==> src/rtl/mcd_pkg.sv <==
// Shared types and codes for the multi-cycle control decoder.
// Holds the control word layout, the opcode, function and ALU op codes, and the reset word.
// No dependencies.
package mcd_pkg;

    typedef struct packed {
        logic [3:0] alu_operation;
        logic       alu_source_a;
        logic [1:0] alu_source_b;
        logic [1:0] pc_source;
        logic       pc_write;
        logic       pc_write_conditional;
        logic       register_write;
        logic       register_destination;
        logic       memory_to_register;
        logic       save_return_address;
        logic [3:0] memory_flags;
        logic       sign_extend;
    } ctl_word_t;

    // Cycle phases.
    localparam logic [2:0] PH_DECODE    = 3'd1;
    localparam logic [2:0] PH_EXECUTE   = 3'd2;
    localparam logic [2:0] PH_MEMORY    = 3'd3;
    localparam logic [2:0] PH_WRITEBACK = 3'd4;

    // Opcodes.
    localparam logic [5:0] OP_SPECIAL = 6'h00;
    localparam logic [5:0] OP_J       = 6'h02;
    localparam logic [5:0] OP_JAL     = 6'h03;
    localparam logic [5:0] OP_BEQ     = 6'h04;
    localparam logic [5:0] OP_BNE     = 6'h05;
    localparam logic [5:0] OP_ADDI_U  = 6'h09;
    localparam logic [5:0] OP_SLTI    = 6'h0A;
    localparam logic [5:0] OP_SLTI_U  = 6'h0B;
    localparam logic [5:0] OP_ANDI    = 6'h0C;
    localparam logic [5:0] OP_ORI     = 6'h0D;
    localparam logic [5:0] OP_XORI    = 6'h0E;
    localparam logic [5:0] OP_LUI     = 6'h0F;
    localparam logic [5:0] OP_LW      = 6'h23;
    localparam logic [5:0] OP_SW      = 6'h2B;

    // R-type function codes.
    localparam logic [5:0] FN_SLL  = 6'h00;
    localparam logic [5:0] FN_SRL  = 6'h02;
    localparam logic [5:0] FN_SRA  = 6'h03;
    localparam logic [5:0] FN_JR   = 6'h08;
    localparam logic [5:0] FN_ADDU = 6'h21;
    localparam logic [5:0] FN_SUBU = 6'h23;
    localparam logic [5:0] FN_AND  = 6'h24;
    localparam logic [5:0] FN_OR   = 6'h25;
    localparam logic [5:0] FN_XOR  = 6'h26;
    localparam logic [5:0] FN_NOR  = 6'h27;
    localparam logic [5:0] FN_SLT  = 6'h2A;
    localparam logic [5:0] FN_SLTU = 6'h2B;

    // ALU operation codes.
    localparam logic [3:0] ALU_ADD   = 4'd0;
    localparam logic [3:0] ALU_SUB   = 4'd1;
    localparam logic [3:0] ALU_AND   = 4'd2;
    localparam logic [3:0] ALU_OR    = 4'd3;
    localparam logic [3:0] ALU_XOR   = 4'd4;
    localparam logic [3:0] ALU_NOR   = 4'd5;
    localparam logic [3:0] ALU_SLT   = 4'd6;
    localparam logic [3:0] ALU_SLT_U = 4'd7;
    localparam logic [3:0] ALU_SLL   = 4'd8;
    localparam logic [3:0] ALU_SRL   = 4'd9;
    localparam logic [3:0] ALU_SRA   = 4'd10;
    localparam logic [3:0] ALU_LUI   = 4'd11;
    localparam logic [3:0] ALU_EQ    = 4'd12;
    localparam logic [3:0] ALU_NEQ   = 4'd13;
    localparam logic [3:0] ALU_NONE  = 4'b1111;

    // Memory flag bits.
    localparam int MEM_READ_BIT  = 0;
    localparam int MEM_WRITE_BIT = 1;
    localparam int MEM_DATA_BIT  = 2;
    localparam int MEM_IR_BIT    = 3;

    localparam ctl_word_t CTL_RESET = '{
        alu_operation:        ALU_NONE,
        alu_source_a:         1'b0,
        alu_source_b:         2'd0,
        pc_source:            2'd0,
        pc_write:             1'b0,
        pc_write_conditional: 1'b0,
        register_write:       1'b0,
        register_destination: 1'b0,
        memory_to_register:   1'b0,
        save_return_address:  1'b0,
        memory_flags:         4'd0,
        sign_extend:          1'b1
    };

endpackage

==> src/rtl/mcd_decode.sv <==
// Next-word logic of the control decoder: applies one opcode, function and phase
// to the current control word. Purely combinational; depends on mcd_pkg.
module mcd_decode
    import mcd_pkg::*;
(
    input  ctl_word_t  cur_word,
    input  logic [5:0] operation_code,
    input  logic [5:0] function_code,
    input  logic [2:0] cycle_phase,
    output ctl_word_t  next_word
);

    ctl_word_t dflt;
    logic [3:0] rtype_op;
    logic [3:0] itype_op;
    logic       is_jr;
    logic       is_zext;
    logic       is_load;
    logic       is_store;

    // Defaults keep the link flag; only reset clears it.
    always_comb begin
        dflt = CTL_RESET;
        dflt.save_return_address = cur_word.save_return_address;
    end

    assign is_jr    = (function_code == FN_JR);
    assign is_zext  = (operation_code == OP_ANDI) || (operation_code == OP_ORI) ||
                      (operation_code == OP_XORI);
    assign is_load  = (operation_code == OP_LW);
    assign is_store = (operation_code == OP_SW);

    always_comb begin
        unique case (function_code)
            FN_SLL:  rtype_op = ALU_SLL;
            FN_SRL:  rtype_op = ALU_SRL;
            FN_SRA:  rtype_op = ALU_SRA;
            FN_ADDU: rtype_op = ALU_ADD;
            FN_SUBU: rtype_op = ALU_SUB;
            FN_AND:  rtype_op = ALU_AND;
            FN_OR:   rtype_op = ALU_OR;
            FN_XOR:  rtype_op = ALU_XOR;
            FN_NOR:  rtype_op = ALU_NOR;
            FN_SLT:  rtype_op = ALU_SLT;
            FN_SLTU: rtype_op = ALU_SLT_U;
            default: rtype_op = ALU_NONE;
        endcase
    end

    always_comb begin
        unique case (operation_code)
            OP_SLTI:   itype_op = ALU_SLT;
            OP_SLTI_U: itype_op = ALU_SLT_U;
            OP_ANDI:   itype_op = ALU_AND;
            OP_ORI:    itype_op = ALU_OR;
            OP_XORI:   itype_op = ALU_XOR;
            OP_LUI:    itype_op = ALU_LUI;
            default:   itype_op = ALU_ADD;
        endcase
    end

    always_comb begin
        next_word = cur_word;
        unique case (operation_code)
            OP_SPECIAL: begin
                unique case (cycle_phase)
                    PH_DECODE: begin
                        if (is_jr) begin
                            next_word.pc_write = 1'b0;
                        end
                    end
                    PH_EXECUTE: begin
                        next_word = dflt;
                        next_word.alu_source_a = 1'b1;
                        next_word.alu_source_b = 2'd0;
                        next_word.alu_operation = rtype_op;
                        next_word.pc_write = is_jr;
                    end
                    PH_MEMORY: next_word = dflt;
                    PH_WRITEBACK: begin
                        next_word = dflt;
                        next_word.register_destination = 1'b1;
                        next_word.register_write = !is_jr;
                    end
                    default: ;
                endcase
            end
            OP_J: begin
                if (cycle_phase == PH_DECODE) begin
                    next_word.pc_source = 2'd2;
                    next_word.pc_write = 1'b1;
                end
            end
            OP_JAL: begin
                unique case (cycle_phase)
                    PH_DECODE: next_word.pc_write = 1'b0;
                    PH_WRITEBACK: begin
                        next_word = dflt;
                        next_word.pc_source = 2'd2;
                        next_word.pc_write = 1'b1;
                        next_word.register_write = 1'b1;
                        next_word.save_return_address = 1'b1;
                    end
                    default: ;
                endcase
            end
            OP_BEQ, OP_BNE: begin
                unique case (cycle_phase)
                    PH_DECODE: begin
                        next_word.alu_source_a = 1'b0;
                        next_word.alu_source_b = 2'd3;
                        next_word.pc_source = 2'd1;
                        next_word.pc_write = 1'b0;
                    end
                    PH_EXECUTE: begin
                        next_word = dflt;
                        next_word.alu_operation =
                            (operation_code == OP_BEQ) ? ALU_EQ : ALU_NEQ;
                        next_word.alu_source_a = 1'b1;
                        next_word.alu_source_b = 2'd0;
                        next_word.pc_write_conditional = 1'b1;
                    end
                    default: ;
                endcase
            end
            OP_ADDI_U, OP_SLTI, OP_SLTI_U, OP_ANDI, OP_ORI, OP_XORI, OP_LUI,
            OP_LW, OP_SW: begin
                unique case (cycle_phase)
                    PH_DECODE: begin
                        if (is_zext) begin
                            next_word.sign_extend = 1'b0;
                        end
                    end
                    PH_EXECUTE: begin
                        next_word = dflt;
                        next_word.alu_source_a = 1'b1;
                        next_word.alu_source_b = 2'd2;
                        next_word.alu_operation = itype_op;
                    end
                    PH_MEMORY: begin
                        next_word = dflt;
                        next_word.memory_flags[MEM_READ_BIT]  = is_load;
                        next_word.memory_flags[MEM_WRITE_BIT] = is_store;
                        next_word.memory_flags[MEM_DATA_BIT]  = is_load || is_store;
                    end
                    PH_WRITEBACK: begin
                        next_word = dflt;
                        next_word.register_write = !is_store;
                        next_word.memory_to_register = is_load;
                    end
                    default: ;
                endcase
            end
            default: ;
        endcase
    end

endmodule

==> src/rtl/multicycle_control_decoder_top.sv <==
// Top level of the multi-cycle control decoder: input register, next-word logic, and
// the control word register that also serves as the result register. Depends on mcd_pkg
// and mcd_decode.
//
// Each input beat (opcode, function code, cycle phase) updates the stored control word and
// returns the whole updated word as one result beat. A beat is captured in an input
// register, and the decode logic writes the new word into the result register when that
// register is empty or being drained; the result is then presented. While results
// drain, a new beat can be taken every cycle; while a result waits for m_ready, one more
// beat is held in the input register and s_ready then follows m_ready. The stored word
// only changes when a beat passes into the result register, so the order of beats alone
// decides the results. After reset the word holds the defaults: ALU op none, sign
// extension on, all else zero.
module multicycle_control_decoder_top
    import mcd_pkg::*;
(
    input  logic       aclk,
    input  logic       aresetn,

    input  logic       s_valid,
    output logic       s_ready,
    input  logic [5:0] s_operation_code,
    input  logic [5:0] s_function_code,
    input  logic [2:0] s_cycle_phase,

    output logic       m_valid,
    input  logic       m_ready,
    output logic [3:0] m_alu_operation,
    output logic       m_alu_source_a,
    output logic [1:0] m_alu_source_b,
    output logic [1:0] m_pc_source,
    output logic       m_pc_write,
    output logic       m_pc_write_conditional,
    output logic       m_register_write,
    output logic       m_register_destination,
    output logic       m_memory_to_register,
    output logic       m_save_return_address,
    output logic [3:0] m_memory_flags,
    output logic       m_sign_extend
);

    logic       in_valid_reg;
    logic       in_valid_next;
    logic [5:0] op_reg;
    logic [5:0] fn_reg;
    logic [2:0] phase_reg;
    logic       out_valid_reg;
    logic       out_valid_next;
    ctl_word_t  control_word_reg;
    ctl_word_t  control_word_next;
    logic       s_fire;
    logic       advance;

    // A held beat moves on when the result register is empty or being drained.
    assign advance = in_valid_reg && (!out_valid_reg || m_ready);
    assign s_ready = !in_valid_reg || advance;
    assign s_fire  = s_valid && s_ready;

    always_comb begin
        in_valid_next = in_valid_reg;
        if (s_fire) begin
            in_valid_next = 1'b1;
        end else if (advance) begin
            in_valid_next = 1'b0;
        end
    end

    always_comb begin
        out_valid_next = out_valid_reg;
        if (advance) begin
            out_valid_next = 1'b1;
        end else if (m_ready) begin
            out_valid_next = 1'b0;
        end
    end

    mcd_decode u_decode (
        .cur_word       (control_word_reg),
        .operation_code (op_reg),
        .function_code  (fn_reg),
        .cycle_phase    (phase_reg),
        .next_word      (control_word_next)
    );

    always_ff @(posedge aclk) begin
        if (!aresetn) begin
            in_valid_reg     <= 1'b0;
            out_valid_reg    <= 1'b0;
            control_word_reg <= CTL_RESET;
        end else begin
            in_valid_reg  <= in_valid_next;
            out_valid_reg <= out_valid_next;
            if (advance) begin
                control_word_reg <= control_word_next;
            end
        end
    end

    always_ff @(posedge aclk) begin
        if (s_fire) begin
            op_reg    <= s_operation_code;
            fn_reg    <= s_function_code;
            phase_reg <= s_cycle_phase;
        end
    end

    assign m_valid                = out_valid_reg;
    assign m_alu_operation        = control_word_reg.alu_operation;
    assign m_alu_source_a         = control_word_reg.alu_source_a;
    assign m_alu_source_b         = control_word_reg.alu_source_b;
    assign m_pc_source            = control_word_reg.pc_source;
    assign m_pc_write             = control_word_reg.pc_write;
    assign m_pc_write_conditional = control_word_reg.pc_write_conditional;
    assign m_register_write       = control_word_reg.register_write;
    assign m_register_destination = control_word_reg.register_destination;
    assign m_memory_to_register   = control_word_reg.memory_to_register;
    assign m_save_return_address  = control_word_reg.save_return_address;
    assign m_memory_flags         = control_word_reg.memory_flags;
    assign m_sign_extend          = control_word_reg.sign_extend;

    // The link flag is sticky; only reset may clear it.
    assert property (@(posedge aclk) disable iff (!aresetn)
        $past(aresetn) |-> !$fell(control_word_reg.save_return_address))
        else $error("link flag cleared without reset");

    // No rule sets the instruction register write bit.
    assert property (@(posedge aclk) disable iff (!aresetn)
        !control_word_reg.memory_flags[MEM_IR_BIT])
        else $error("instruction register write bit set");

    // The stored word only changes when a beat passes into the result register.
    assert property (@(posedge aclk) disable iff (!aresetn)
        !advance |=> $stable(control_word_reg))
        else $error("control word changed without a beat");

    // A beat passing into the result register is always presented.
    assert property (@(posedge aclk) disable iff (!aresetn)
        advance |=> m_valid)
        else $error("result beat lost");

endmodule
==> config.mk <==
export PLATFORM = sky130hd
export DESIGN_NAME = multicycle_control_decoder_top
export DESIGN_NICKNAME = d
export VERILOG_FILES = /design/src/rtl/mcd_pkg.sv /design/src/rtl/mcd_decode.sv /design/src/rtl/multicycle_control_decoder_top.sv
export SDC_FILE = /design/constraint.sdc
export NUM_CORES = 1
export LEC_CHECK = 0
export ABC_AREA = 1
export BUFFER_PORTS_ARGS = -buffer_cell sky130_fd_sc_hd__buf_2
export CAP_MARGIN = 5
export CORE_UTILIZATION = 55
export DETAILED_ROUTE_END_ITERATION = 6
export GPL_ROUTABILITY_DRIVEN = 0
export MAX_ROUTING_LAYER = met4
export PLACE_DENSITY = 0.87
export REMOVE_ABC_BUFFERS = 1
export SYNTH_ARGS = -nofsm -noshare
export SYNTH_HDL_FRONTEND = slang
export SYNTH_HIERARCHICAL = 1
export SYNTH_SLANG_ARGS = --single-unit
==> constraint.sdc <==
create_clock -name aclk -period 3.3 [get_ports aclk]
set_input_delay 0.66 -clock aclk [delete_from_list [all_inputs] [get_ports aclk]]
set_output_delay 0.66 -clock aclk [all_outputs]
set_load 0.005 [all_outputs]
==> impl_metrics.csv <==
group,metric,value,unit
floorplanning,die_x,75.04,um
floorplanning,core,5107,um^2
critical_path,cp-start-kind,"register",
drt,vias,3078,
clock_network,htree_levels,2,
placed_design,port_buffers,40,
placed_design,dp.cells,528,
clock_network,clock_latency,300,ps
sta,min_period,2534,ps
critical_path,crit_path_end_kind,"register",
yosys,synth.avg_cell_area,6.714,um^2
pwr,p_leak,1.455,nW
floorplanning,die_h,75.04,um
sta,finClkSkew,9.271,ps
clock_network,clock-sinks,37,
final_layout,mostFrequentLayoutCells,"nand2_1 (87), nand3_1 (69), inv_1 (49)",
final_layout,final_common_cell,"nand2_1",
clock_network,cts_buffer_depth,2,
yosys,yosysWarnings,6,
worst_hold_path,min_path_type,"register to register",
final_layout,layout.nets,484,
drt,drt_iter0_drc,404,
yosys,synth_seq_cells,37,
yosys,post_synth_inst_count,437,
final_layout,diodes,0,
worst_hold_path,whs_path_depth,2,
yosys,synth_cell_type_count,32,
grt,track_usage,0.2919,
grt,first_global_vias,2750,
floorplanning,rows,26,
sta,setup_tns,0,ps
sta,rsz0062_at_grt,"no",
clock_network,cts_root_buf,"clkbuf_8",
floorplanning,io-pin-count,41,
final_layout,layout-drive-gt1-share,0.1996,
pwr,power.density,378.3,nW/um^2
critical_path,path_cells,"inv_1 > nor3_2 > buf_4 > nor2_1 > nand2_1 > or2_2 > nand3_1 > nand3_1 > inv_1 > nand3_1 > nand2_1 > nor2_1",
status,status,"finished clean",
critical_path,required,3510,ps
clock_network,cts_hold_buf,0,
drt,vias_per_cell,5.743,
grt,antenna_found_initial,0,
drt,routed_wl,7353,um
pwr,vdd_ir_drop_max,0.2983,mV
yosys,seq_area_frac_synth,0.3036,
critical_path,cpMostUsedCell,"nand3_1",
clock_network,post_cts_resized,0,
critical_path,cpPeakStageDelay,860,ps
critical_path,cp_slowest_cell,"nor2_1",
critical_path,rr_worst_depth,12,
yosys,yosysTopAreaCell,"edfxtp_1",
grt,grt_overflow_total,0,
clock_network,clkTransAtPathRegs,80,ps
sta,fmax,394.7,MHz
final_layout,fillers,456,
critical_path,path_class,"register to register",
yosys,netlist_top_cells_area,"edfxtp_1 (15%), dfxtp_1 (15%), nand3_1 (12%)",
sta,finalSetupViolCount,0,
drt,final_antenna_net_count,0,
final_layout,area_delta_synth_final,8.358,%
floorplanning,start_util,0.5745,
grt,grt_first_pass_wirelength,12160,um
sta,drv_slew,0,
clock_network,cts_buffers,5,
critical_path,cp_max_fo,16,
yosys,synth_top_area_share,0.1535,
grt,grt_max_degree,38,
drt,wl_per_cell,13.72,um
clock_network,post_cts_buffers,0,
sta,min_period_over_period,0.7678,
final_layout,fin_cells,536,
yosys,netlist_area,2934,um^2
placed_design,detailed_place_hpwl,5000,um
clock_network,cts_tree,"built",
sta,slew_headroom,0.2421,
floorplanning,die_area,5631,um^2
run,drv_cap,0,
critical_path,arrival,2740,ps
sta,tightest_slew,1133,ps
sta,hold_viol,0,
drt,drc_errors,0,
drt,dr.pass1.iters,6,
critical_path,regToRegSetupSlack,770,ps
## final cells by class
type | instances | area (um^2) | area share
well taps | 70 | 87.58 | 0.02755
repair buffers | 43 | 222.7 | 0.07005
inverters | 56 | 210.2 | 0.06612
multi-input cells | 322 | 1648 | 0.5183
flip-flops and latches | 37 | 890.9 | 0.2802
clock inverters | 2 | 37.54 | 0.01181
clock buffers | 6 | 82.58 | 0.02597
## routing by layer
| layer | up-vias | wire (um) | GRT usage |
|---|---|---|---|
| li1 | 1515 | - | - |
| met1 | 1355 | 3005 | 0.3529 |
| met4 | 0 | 297 | 0.1551 |
| met2 | 170 | 3402 | 0.4635 |
| met5 | - | 0 | - |
| met3 | 38 | 647 | 0.05087 |
## synthesized netlist by cell type
cell      instances
buf_12            1
inv_2             6
a31oi_1           4
o21ai_1           4
a21oi_1          24
o21ai_0          22
nand3_1          69
nand4_1          14
nor2_2            3
nor2_4            4
nand3b_1          1
buf_2             6
nor3_2            2
o21a_1            3
nand2_2           5
nor2_1           44
buf_6             6
or2_2             5
nand3_2          14
clkinv_1          1
nand2_1          87
inv_1            49
buf_4             4
buf_8             1
nand2_4           2
edfxtp_1         15
nor3_1            5
dfxtp_1          22
clkbuf_1          2
o211ai_1          9
nor3_4            1
clkbuf_4          2
## worst max-delay path: cells and delay by family, from the launching register on
family        cells  cell delay [ps]
simple gates      9             1700
flops             1              420
buf+inv           3              310
## logic make-up (layout without fill, tap and decap cells)
kind of cell | after synthesis | after routing | share of synthesized area
buffers and inverters | 78 | 107 | 0.1348
AO/OA/AOI/OAI | 66 | 66 | 0.1245
flip-flops | 37 | 37 | 0.3036
AND/OR/NAND/NOR | 256 | 256 | 0.4371
## worst paths after layout
path                      start                  to
max                phase_reg[2]          m_pc_write
min          m_alu_operation[1]  m_alu_operation[1]
max reg2reg        phase_reg[2]          m_pc_write
min reg2reg  m_alu_operation[1]  m_alu_operation[1]
## power by group
| group | internal [W] | switching, W |
|---|---|---|
| Sequential | 0.000507 | 0.0000388 |
| Combinational | 0.0000876 | 0.000147 |
| Clock | 0.000246 | 0.000176 |
## metrics by stage
stage          cell area [um^2]  total power (W)  setup slack, ps    util  hold slack [ps]
6_report                   3179         0.001203            766.2  0.6225            505.8
4_1_cts                    3179         0.001204            828.5  0.6225            506.0
3_5_place_dp               3059        0.0007855            847.6  0.5990            495.1
5_1_grt                    3179         0.001261            542.6  0.6225            515.1
3_3_place_gp               3059        0.0007761            870.6  0.5990            478.9
2_1_floorplan              2749        0.0007101             1068       -            474.3
(Power assumes the default switching activity.)
